**config.mk**
```make
export PLATFORM = sky130hd
export DESIGN_NAME = least_loaded_worker_balancer
export DESIGN_NICKNAME = d
export VERILOG_FILES = /design/src/rtl/core/lbw_pkg.sv /design/src/rtl/core/least_loaded_worker_balancer.sv /design/src/rtl/core/lbw_ram.sv
export SDC_FILE = /design/constraint.sdc
export NUM_CORES = 1
export LEC_CHECK = 0
export BUFFER_PORTS_ARGS = -buffer_cell sky130_fd_sc_hd__buf_2
export CORE_MARGIN = 1.5
export CORE_UTILIZATION = 60
export DETAILED_ROUTE_END_ITERATION = 7
export PLACE_DENSITY = 0.77
export SYNTH_ARGS = -nofsm -noshare
export SYNTH_HDL_FRONTEND = slang
export SYNTH_SLANG_ARGS = --single-unit
```
**constraint.sdc**
```tcl
create_clock -name clk -period 13 [get_ports clk]
set_input_delay 0.65 -clock clk [delete_from_list [all_inputs] [get_ports clk]]
set_output_delay 0.65 -clock clk [all_outputs]
set_load 0.1 [all_outputs]
```
**src/rtl/core/lbw_pkg.sv**
```systemverilog
// shared constants and types of the least-loaded worker balancer
// worker count, index and load widths, status codes, register indexes and reset values, mode and fsm codes
// no dependencies
package lbw_pkg;

	localparam int MAX_WORKERS = 16;
	// index width of the load memory
	localparam int WIDX = (MAX_WORKERS > 1) ? $clog2(MAX_WORKERS) : 1;
	// counter width, holds MAX_WORKERS itself
	localparam int CW = $clog2(MAX_WORKERS + 1);

	localparam int LOAD_W = 16;
	localparam logic [LOAD_W-1:0] LOAD_MAX = '1;

	typedef enum logic [2:0] {
		ST_GRANTED      = 3'd0,
		ST_WORKERS_FULL = 3'd1,
		ST_ACCEPT_FULL  = 3'd2,
		ST_RELEASED     = 3'd3,
		ST_RELEASE_ERR  = 3'd4
	} status_t;

	localparam logic [1:0] REG_BALANCED_MODE    = 2'd0;
	localparam logic [1:0] REG_WORKERS_IN_USE   = 2'd1;
	localparam logic [1:0] REG_PER_WORKER_LIMIT = 2'd2;
	localparam logic [1:0] REG_ACCEPT_LIMIT     = 2'd3;

	localparam logic        RST_BALANCED_MODE    = 1'b1;
	localparam logic [4:0]  RST_WORKERS_IN_USE   = 5'd16;
	localparam logic [15:0] RST_PER_WORKER_LIMIT = 16'd1024;
	localparam logic [15:0] RST_ACCEPT_LIMIT     = 16'd4096;

	localparam logic MODE_ASSIGN  = 1'b0;
	localparam logic MODE_RELEASE = 1'b1;

	typedef enum logic [4:0] {
		S_IDLE = 5'b00001,
		S_SCAN = 5'b00010,
		S_DEC  = 5'b00100,
		S_RREL = 5'b01000,
		S_DONE = 5'b10000
	} state_t;

endpackage

```
**src/rtl/core/least_loaded_worker_balancer.sv**
```systemverilog
// least-loaded worker balancer: request channel in, one result per request out
// per-worker open counts live in an lbw_ram with valid bits; uses lbw_pkg
//
// usage: a request carries mode on s_axis_tuser (0 assign, 1 release) and the
// worker to release on s_axis_tdata. every request yields exactly one result
// on the m_axis channel: status on m_axis_tuser, chosen worker and the open
// total after the event on m_axis_tdata.
// one request is worked on at a time; s_axis_tready is high while idle.
// an assign scans the load memory one worker per cycle through its single
// read port, n = min(workers_in_use, MAX_WORKERS) workers in all; a release
// reads and writes back one counter; an assign refused at once does not scan.
// results sit in an output register, so the next request is taken while
// a result still waits; if the receiver stalls, the following result is
// held in the block until the output register frees up.
// asynchronous reset clears all counts at once through per-entry valid
// bits (no clearing pass), restores the registers to their reset values and
// drops the output valid. the user must see that configuration is written
// only while idle; the block itself does not enforce it.
module least_loaded_worker_balancer (
	input  logic        clk,
	input  logic        arst_n,
	input  logic        cfg_we,
	input  logic [1:0]  cfg_index,
	input  logic [15:0] cfg_data,
	input  logic        s_axis_tvalid,
	output logic        s_axis_tready,
	input  logic [7:0]  s_axis_tdata,   // [3:0] release_worker, [7:4] zero
	input  logic [0:0]  s_axis_tuser,   // [0] mode
	output logic        m_axis_tvalid,
	input  logic        m_axis_tready,
	output logic [23:0] m_axis_tdata,   // [3:0] chosen_worker, [19:4] open_total, [23:20] zero
	output logic [2:0]  m_axis_tuser    // [2:0] status
);

	localparam int WIDX = lbw_pkg::WIDX;
	localparam int CW   = lbw_pkg::CW;
	localparam int NW   = (CW > 5) ? CW : 5;
	localparam int LW   = lbw_pkg::LOAD_W;

	// configuration
	logic          balanced_q;
	logic [4:0]    wiu_q;
	logic [LW-1:0] pw_limit_q;
	logic [LW-1:0] acc_limit_q;

	always_ff @(posedge clk or negedge arst_n) begin
		if (!arst_n) begin
			balanced_q  <= lbw_pkg::RST_BALANCED_MODE;
			wiu_q       <= lbw_pkg::RST_WORKERS_IN_USE;
			pw_limit_q  <= lbw_pkg::RST_PER_WORKER_LIMIT;
			acc_limit_q <= lbw_pkg::RST_ACCEPT_LIMIT;
		end else if (cfg_we) begin
			unique case (cfg_index)
				lbw_pkg::REG_BALANCED_MODE:    balanced_q  <= cfg_data[0];
				lbw_pkg::REG_WORKERS_IN_USE:   wiu_q       <= cfg_data[4:0];
				lbw_pkg::REG_PER_WORKER_LIMIT: pw_limit_q  <= cfg_data;
				lbw_pkg::REG_ACCEPT_LIMIT:     acc_limit_q <= cfg_data;
				default: ;
			endcase
		end
	end

	// number of workers scanned
	logic [NW-1:0] wiu_ext;
	logic [NW-1:0] n_ext;
	logic [CW-1:0] n_act;
	assign wiu_ext = NW'(wiu_q);
	assign n_ext   = (wiu_ext > NW'(lbw_pkg::MAX_WORKERS)) ? NW'(lbw_pkg::MAX_WORKERS) : wiu_ext;
	assign n_act   = CW'(n_ext);

	lbw_pkg::state_t state_q;
	logic            accept;
	logic            in_mode;
	logic [3:0]      in_rw;
	logic            rw_bad;
	logic [WIDX-1:0] rel_addr;

	assign s_axis_tready = (state_q == lbw_pkg::S_IDLE);
	assign accept        = s_axis_tvalid && s_axis_tready;
	assign in_mode       = s_axis_tuser[0];
	assign in_rw         = s_axis_tdata[3:0];
	assign rw_bad        = 32'(in_rw) >= 32'(lbw_pkg::MAX_WORKERS);
	assign rel_addr      = WIDX'(in_rw);

	logic [CW-1:0]   cnt_q;
	logic            vld_s1;
	logic            last_s1;
	logic [WIDX-1:0] addr_s1;
	logic            found_q;
	logic [WIDX-1:0] sel_q;
	logic [LW-1:0]   sel_load_q;
	logic [3:0]      rel_idx_q;
	logic [LW-1:0]   total_q;
	logic [lbw_pkg::MAX_WORKERS-1:0] valid_q;

	// result waiting for the output register
	lbw_pkg::status_t res_status_q;
	logic [3:0]       res_chosen_q;
	logic [LW-1:0]    res_total_q;

	logic [2:0]  out_status_q;
	logic [3:0]  out_chosen_q;
	logic [LW-1:0] out_total_q;
	logic        out_valid_q;

	// load memory
	logic            ram_we;
	logic [WIDX-1:0] ram_waddr;
	logic [LW-1:0]   ram_wdata;
	logic [WIDX-1:0] ram_raddr;
	logic [LW-1:0]   ram_rdata;
	logic [LW-1:0]   load;

	lbw_ram #(
		.WIDTH (LW),
		.DEPTH (lbw_pkg::MAX_WORKERS)
	) u_load_ram (
		.clk   (clk),
		.we    (ram_we),
		.waddr (ram_waddr),
		.wdata (ram_wdata),
		.raddr (ram_raddr),
		.rdata (ram_rdata)
	);

	// entries never written since reset read as zero
	assign load = valid_q[addr_s1] ? ram_rdata : '0;

	always_comb begin
		priority case (1'b1)
			state_q == lbw_pkg::S_IDLE: ram_raddr = (in_mode == lbw_pkg::MODE_RELEASE) ?
				rel_addr : '0;
			default: ram_raddr = cnt_q[WIDX-1:0];
		endcase
	end

	logic grant;
	assign grant = found_q && (sel_load_q < pw_limit_q);

	always_comb begin
		ram_we    = 1'b0;
		ram_waddr = sel_q;
		ram_wdata = (sel_load_q == lbw_pkg::LOAD_MAX) ? sel_load_q : sel_load_q + 1'b1;
		if (state_q == lbw_pkg::S_DEC) begin
			ram_we = grant;
		end else if (state_q == lbw_pkg::S_RREL) begin
			ram_we    = (load != '0);
			ram_waddr = addr_s1;
			ram_wdata = load - 1'b1;
		end
	end

	logic out_push;
	assign out_push = (state_q == lbw_pkg::S_DONE) && (!out_valid_q || m_axis_tready);

	always_ff @(posedge clk or negedge arst_n) begin
		if (!arst_n) begin
			state_q <= lbw_pkg::S_IDLE;
			total_q <= '0;
			valid_q <= '0;
			cnt_q   <= '0;
			vld_s1  <= 1'b0;
			last_s1 <= 1'b0;
			found_q <= 1'b0;
		end else begin
			unique case (state_q)
				lbw_pkg::S_IDLE: begin
					if (accept) begin
						rel_idx_q <= in_rw;
						if (in_mode == lbw_pkg::MODE_RELEASE) begin
							if (rw_bad) begin
								res_status_q <= lbw_pkg::ST_RELEASE_ERR;
								res_chosen_q <= in_rw;
								res_total_q  <= total_q;
								state_q      <= lbw_pkg::S_DONE;
							end else begin
								addr_s1 <= rel_addr;
								state_q <= lbw_pkg::S_RREL;
							end
						end else if (total_q >= acc_limit_q) begin
							res_status_q <= lbw_pkg::ST_ACCEPT_FULL;
							res_chosen_q <= '0;
							res_total_q  <= total_q;
							state_q      <= lbw_pkg::S_DONE;
						end else if (n_act == '0) begin
							res_status_q <= lbw_pkg::ST_WORKERS_FULL;
							res_chosen_q <= '0;
							res_total_q  <= total_q;
							state_q      <= lbw_pkg::S_DONE;
						end else begin
							// worker 0 is read at this edge
							addr_s1 <= '0;
							vld_s1  <= 1'b1;
							last_s1 <= (n_act == CW'(1));
							cnt_q   <= CW'(1);
							found_q <= 1'b0;
							state_q <= lbw_pkg::S_SCAN;
						end
					end
				end
				lbw_pkg::S_SCAN: begin
					// on the last worker cnt_q has reached n_act, so vld_s1 drops
					addr_s1 <= cnt_q[WIDX-1:0];
					vld_s1  <= (cnt_q < n_act);
					last_s1 <= (cnt_q == CW'(n_act - 1'b1));
					if (cnt_q < n_act) begin
						cnt_q <= cnt_q + 1'b1;
					end
					if (vld_s1) begin
						// strict less keeps the lowest index among equal loads
						if (balanced_q ? (!found_q || load < sel_load_q)
						               : (!found_q && load < pw_limit_q)) begin
							found_q    <= 1'b1;
							sel_q      <= addr_s1;
							sel_load_q <= load;
						end
						if (last_s1) begin
							state_q <= lbw_pkg::S_DEC;
						end
					end
				end
				lbw_pkg::S_DEC: begin
					if (grant) begin
						valid_q[sel_q] <= 1'b1;
						if (total_q != lbw_pkg::LOAD_MAX) begin
							total_q <= total_q + 1'b1;
						end
						res_status_q <= lbw_pkg::ST_GRANTED;
						res_chosen_q <= 4'(sel_q);
						res_total_q  <= (total_q == lbw_pkg::LOAD_MAX) ? total_q
						                                              : total_q + 1'b1;
					end else begin
						res_status_q <= lbw_pkg::ST_WORKERS_FULL;
						res_chosen_q <= '0;
						res_total_q  <= total_q;
					end
					state_q <= lbw_pkg::S_DONE;
				end
				lbw_pkg::S_RREL: begin
					res_chosen_q <= rel_idx_q;
					if (load == '0) begin
						res_status_q <= lbw_pkg::ST_RELEASE_ERR;
						res_total_q  <= total_q;
					end else begin
						valid_q[addr_s1] <= 1'b1;
						res_status_q     <= lbw_pkg::ST_RELEASED;
						if (total_q != '0) begin
							total_q     <= total_q - 1'b1;
							res_total_q <= total_q - 1'b1;
						end else begin
							res_total_q <= total_q;
						end
					end
					state_q <= lbw_pkg::S_DONE;
				end
				lbw_pkg::S_DONE: begin
					if (out_push) begin
						state_q <= lbw_pkg::S_IDLE;
					end
				end
				default: state_q <= lbw_pkg::S_IDLE;
			endcase
		end
	end

	// output register
	always_ff @(posedge clk or negedge arst_n) begin
		if (!arst_n) begin
			out_valid_q <= 1'b0;
		end else if (out_push) begin
			out_valid_q <= 1'b1;
		end else if (m_axis_tready) begin
			out_valid_q <= 1'b0;
		end
	end

	always_ff @(posedge clk) begin
		if (out_push) begin
			out_status_q <= res_status_q;
			out_chosen_q <= res_chosen_q;
			out_total_q  <= res_total_q;
		end
	end

	assign m_axis_tvalid = out_valid_q;
	assign m_axis_tuser  = out_status_q;
	assign m_axis_tdata  = {4'b0, out_total_q, out_chosen_q};

endmodule

```
**src/rtl/core/lbw_ram.sv**
```systemverilog
// generic single-port-write, single-port-read ram with registered read
// no dependencies
module lbw_ram #(
	parameter int WIDTH = 16,
	parameter int DEPTH = 16
) (
	input  logic                                       clk,
	input  logic                                       we,
	input  logic [((DEPTH > 1) ? $clog2(DEPTH) : 1)-1:0] waddr,
	input  logic [WIDTH-1:0]                           wdata,
	input  logic [((DEPTH > 1) ? $clog2(DEPTH) : 1)-1:0] raddr,
	output logic [WIDTH-1:0]                           rdata
);

	logic [WIDTH-1:0] mem [DEPTH];

	always_ff @(posedge clk) begin
		if (we) begin
			mem[waddr] <= wdata;
		end
		rdata <= mem[raddr];
	end

endmodule

```
======== Word-level counts from Yosys, hierarchy flattened ========
Memories as Yosys holds them, arrays and structs flattened. A register that Yosys moved wholly into a read port is not among the register bits.
Cells that the tools add are included.
word-level totals
  register bits after elaboration ......... 158
  logic and storage cells ................. 189
  memories ................................ 1
  memory bits (writable) .................. 256
memories
  memory          depth  width  read ports  clocked after memory_dff  write ports  line           RTL
  u_load_ram.mem  16     16     1           1                         1            lbw_ram.sv:15  logic [WIDTH-1:0] mem [DEPTH];
cells by class
  magnitude comparators ................... 10
  mux-type cells .......................... 86
  add/subtract/negate cells ............... 6
  bitwise operators ....................... 2
  reductions and logical operators ........ 34
  equality and inequality tests ........... 28
operators with widths
  operator               count
  $mux 16                16
  $mux 5                 13
  $pmux 16 s2            2
  $mux 4                 13
  $lt 16x16->1           3
  $pmux 16 s3            1
  $add 16x1->16 const B  2
  $eq 16x16->1 const B   2
  $or 16x16->16          2
  $reduce_bool 16->1     2
  $sub 16x1->16 const B  2
  $mux 1                 25
  $ne 2x2->1 const B     10
  $pmux 5 s4             1
  $ge 16x16->1           1
  $logic_not 16->1       1
  $ne 16x16->1 const B   1
  $mux 3                 5
  $reduce_and 5->1       3
  $pmux 4 s3             1
  $eq 5x1->1 const B     2
  $lt 4x5->1 const B     2
  $pmux 5 s2             1
  $pmux 3 s3             1
  32 further kinds       54

======== Logic depth before layout (Yosys ltp) ========
  depth after elaboration ................. 9
  mapped depth ............................ 14

======== By module ========
Synthesis repeated with hierarchy kept, for this count alone.
second synthesis, totals
  cells, all modules ...................... 1357
  area, all modules ....................... 19650.1 µm²
by module, submodules not included
  module                        times used  area an instance (µm²)  cells each
  lbw_ram                       1           10043.4                 432
  least_loaded_worker_balancer  1           9606.7                  925

======== Worst setup path after synthesis ========
Ideal clock, no wire load.
  kind .................................... reg-to-reg
  from .................................... reg addr_s1[0]
  to ...................................... reg sel_load_q[0], enable pin
  stages on the path, launching flop included .. 15
  buffers on the path ..................... 2
  setup slack ............................. 6.098 ns
  arrival ................................. 6.395 ns
  setup time .............................. 0.507 ns
  required time ........................... 12.493 ns
  path through ............................ edfxtp_1 buf_6 mux4_2 a2bb2oi_2 a22o_2 clkbuf_1 and2_1 ha_1 a21o_1 a21o_1 a2111oi_0 o211ai_1 nor4b_1 a21oi_1 a2111oi_0
on the way
  word-level cells in the longest chain between the ends .. 7
  elaborated cells between the ends (all ways) .. 9
  those cells by class .................... 2 x order compare; 4 x mux; 3 x reduce/logical
RTL lines
  element                                                       line                                                                      RTL
  start: declaration                                            least_loaded_worker_balancer.sv:88                                        logic [WIDX-1:0] addr_s1;
  start signal: assignment                                      least_loaded_worker_balancer.sv:177                                       addr_s1 <= rel_addr;
  start signal: assignment                                      least_loaded_worker_balancer.sv:203                                       addr_s1 <= cnt_q[WIDX-1:0];
  $bmux 1 s4 (*)                                                least_loaded_worker_balancer.sv:127                                       assign load = valid_q[addr_s1] ? ram_rdata : '0;
  $mux 1 (implied by the code) (*)                              least_loaded_worker_balancer.sv:127
  $mux 16 (*)                                                   least_loaded_worker_balancer.sv:127
  via load[5]                                                   least_loaded_worker_balancer.sv:112                                       logic [LW-1:0] load;
  $lt 16x16->1, on equally long branches                        least_loaded_worker_balancer.sv:212, least_loaded_worker_balancer.sv:211
  $logic_and 1x1->1 / $logic_or 1x1->1 (equally long branches)  least_loaded_worker_balancer.sv:212, least_loaded_worker_balancer.sv:211
  $mux 1 (*)                                                    least_loaded_worker_balancer.sv:211                                       if (balanced_q ? (!found_q || load < sel_load_q)
  $reduce_and 4->1 (no source line) (*)                         n/a
  end signal: assignment                                        least_loaded_worker_balancer.sv:215                                       sel_load_q <= load;
  end: declaration                                              least_loaded_worker_balancer.sv:91                                        logic [LW-1:0] sel_load_q;
Mark *: on every way through the listed nets, which the timed path passes. The rest lies on a longest branch. The select of a mux whose other input is x is not followed.
A chain may end at the register's enable or synchronous reset.

======== Worst setup path in the final report ========
  from .................................... reg addr_s1[0]
  to ...................................... reg sel_load_q[12], enable pin
Same word-level chain as after synthesis.

==> run_results.csv <==
group,metric,value,unit
synth,yosys_register_bits,430,
synth,synth_compound_area_share,11.5,%
synth,avgSynthCellArea,12.8,sq um
timing,setup_violations,0,
cts,path_clk_slew,0.06,ns
synth,synth-xor-area-share,1.73,%
setup_path,crit_path_start_kind,"flip-flop",
floorplan,dieArea,34000,sq um
synth,synthFlopType,"edfxtp_1",
synth,synth.area.top_cells,"edfxtp_1, dfrtp_1, ha_1, mux2_2, nand2_1",
routing,vias_per_cell,6.09,
timing,slew_viol_final,0,
setup_path,critPathMaxStageDelay,0.82,ns
synth,synth_edf_count,330,
global_routing,gr-total-overflow,0,
setup_path,critPathMostFrequentCell,"a21o_1",
setup_path,path_cells,"mux4_2 > a2bb2oi_2 > a22o_2 > and2_1 > ha_1 > a21o_1 > a21o_1 > a2111oi_0 > o211ai_1 > nor4b_1 > a21oi_1 > a2111oi_2 > buf_4",
cts,cts-htree-levels,2,
synth,synth_most_common_cell,"edfxtp_1",
global_routing,grt_pass1_wl,67.2,mm
setup_path,cp_top_family,"compound AO/OA/AOI/OAI gates",
synth,yosysWarnings,0,
floorplan,placementRows,66,
cts,clk_latency,0.57,ns
placement,place_inst,2004,
setup_path,crit_fanout,26,
global_routing,grt_pass1_vias,12400,
setup_path,cp.arrival,5.89,ns
final_layout,design_area,22000,sq um
floorplan,die_w,184,um
routing,postRouteAntennaNets,0,
floorplan,num_io_pins,61,
synth,muxShareOfSynthArea,5.50,%
synth,synthSimpleGateAreaFrac,11.5,%
floorplan,core,32500,sq um
outcome,outcome,"complete, no violations",
setup_path,end_kind,"flip-flop",
routing,post_drt_wl_per_cell,20.4,um
timing,period_minus_slack,5.65,ns
timing,rsz0062_at_grt,"no",
final_layout,final_cells,2086,
timing,worst_pin_slew,1.25,ns
placement,gp_congestion,0.893,
synth,postSynth.asyncResetShare,19.5,%
timing,hold_viol,0,
final_layout,syn_to_final_growth,11.5,%
placement,placed_area,20600,sq um
placement,dp_slack,7.36,ns
global_routing,groute.usage.overall,25.8,%
routing,drtIter0Drc,1035,
synth,synth_area,19800,sq um
routing,dr.pass1.iters,6,
global_routing,grt_busiest_layer,"met2",
cts,cts_resized,0,
final_layout,nets,1711,
cts,clockRootBuffer,"clkbuf_16",
synth,postSynthCellCount,1548,
routing,wirelength,42.5,mm
global_routing,grt_max_degree,87,
global_routing,grt_use_met1,34.6,%
pwr,vdd_drop_max,0.147,mV
timing,timing.final.crit_share,43.4,%
global_routing,antenna_found_initial,0,
global_routing,met2_usage,43.4,%
cts,cts-buffers-inserted,44,
setup_path,slowest_stage,"a2111oi_2",
flow_run,maxCapViolations,0,
synth,ys_seq_area_share,62.4,%
synth,yosysTopAreaCellShare,50.2,%
setup_path,crit_required,13.24,ns
timing,clock_skew,0.0230,ns
timing,setup_slack,7.35,ns
final_layout,final_core_util,67.9,%
final_layout,antenna_cells,0,
floorplan,fp.dieH,184,um
cts,ctsHoldBuffers,0,
cts,clkSinkCount,430,
cts,cts_setup_buffers,0,
synth,yosysTopAreaCell,"edfxtp_1",
placement,post-dp-hpwl,28.2,mm
timing,maxSlewHeadroom,16.6,%
timing,setup-tns-final,0,ns
pwr,powerDensity,203,nW/um^2
setup_path,crit_type,"flip-flop to flip-flop",
final_layout,fillers,2297,
min_path,min_path_type,"input pin to asynchronous set/reset pin",
pwr,p_leak,8.32,nW
synth,synth_top_family_by_area,"simple AND/OR/NAND/NOR gates",
routing,vias,12700,
timing,max_freq,0.177,GHz
setup_path,crit_buf_inv,1,
synth,synthTopCellsByCount,"edfxtp_1, nand2_1, dfrtp_1",
routing,drc,0,
placement,port_buffers,52,
global_routing,met3_usage,3.73,%
final_layout,drive_gt1_share,14.7,%
cts,cts_tree,"done",
synth,synth_cell_types,83,
synth,yosys.area_share.adder,4.50,%
cts,cts_buffer_depth,3,
floorplan,initial_core_util,60.9,%
## power breakdown
part / total, mW / switching, mW / internal [mW] / leakage, nW
combinational: 1.40 / 0.867 / 0.534 / 3.44
clock: 1.26 / 0.522 / 0.742 / 0.712
sequential: 1.80 / 0.136 / 1.67 / 4.17
total: 4.47 / 1.53 / 2.95 / 8.32
## flip-flops by register name, indices dropped and copies added, names as in the netlist
register and count:
acc_limit_q 16, addr_s1 4, balanced_q 1, cnt_q 5, found_q 1, last_s1 1
m_axis_tuser 3, m_axis_tvalid 1, out_chosen_q 4, out_total_q 16, pw_limit_q 16, rel_idx_q 4
res_chosen_q 4, res_status_q 3, res_total_q 16, sel_load_q 16, sel_q 4, state_q 5
total_q 16, u_load_ram.mem 256, u_load_ram.rdata 16, valid_q 16, vld_s1 1, wiu_ext 5
## layer usage
metal / vias to the layer above / part of all wire, % / wire (um)
li1: 5952 / - / -
met1: 6233 / 43 / 18300
met2: 433 / 49 / 21000
met3: 87 / 5.3 / 2270
met4: 0 / 2.4 / 1010
met5: - / 0 / 0
## stage by stage
step	hold WS, ns	total power, mW
after floorplan	0.354	2.85
after global placement	0.401	3.17
after detailed placement	0.405	3.21
after CTS	0.0336	4.48
after global routing	0.0585	4.71
final	0.0326	4.47
## logic make-up (layout without fill, tap and decap cells)
kind of cell / after synthesis / in the layout
DFF: 430 / 430
other: 1 / 4
AOI/OAI and AO/OA: 315 / 315
xor gates and xnor gates: 39 / 39
and+or+nand+nor: 452 / 452
muxes: 99 / 99
adders and majority gates: 71 / 71
buffers and inverters: 141 / 234
## final timing paths
| kind | slack (ns) | cells after the start | from | end |
|---|---|---|---|---|
| max | 7.35 | 13 | addr_s1[0]$_DFFE_PP_ | sel_load_q[12]$_DFFE_PP_ |
| min | 0.03 | 1 | arst_n | wiu_ext[2]$_DFFE_PN0P_ |
| max reg2reg | 7.35 | 13 | addr_s1[0]$_DFFE_PP_ | sel_load_q[12]$_DFFE_PP_ |
| min reg2reg | 0.41 | 0 | res_status_q[1]$_DFFE_PP_ | m_axis_tuser[1]$_DFFE_PP_ |
| max in group asynchronous | 11.86 | 2 | arst_n | acc_limit_q[6]$_DFFE_PN0P_ |
| min in group clk | 0.28 | 1 | s_axis_tdata[1] | rel_idx_q[1]$_DFFE_PP_ |
## placed cells by master (no fill, tap or decap), drive strengths merged, types with 33 or more instances in the layout
| cell | instances |
|---|---|
| o21ai | 46 |
| and2 | 66 |
| edfxtp | 330 |
| mux2 | 57 |
| dfrtp | 79 |
| nand2 | 164 |
| mux2i | 40 |
| a31oi | 44 |
| and3 | 33 |
| ha | 71 |
| inv | 71 |
| buf | 81 |
| clkbuf | 55 |
| nor2 | 64 |
| a211oi | 58 |
## layout make-up
type                            count  area, sq um  share of cell area [%]
Tap cell                          442          553                    2.51
Inverter                           71          267                    1.21
Clock buffer                       55         1160                    5.28
Clock inverter                     27          309                    1.40
Sequential cell                   430        12300                    56.0
Multi-Input combinational cell    980         6930                    31.4
Timing Repair Buffer               81          480                    2.18
(Power assumes the default switching activity.)
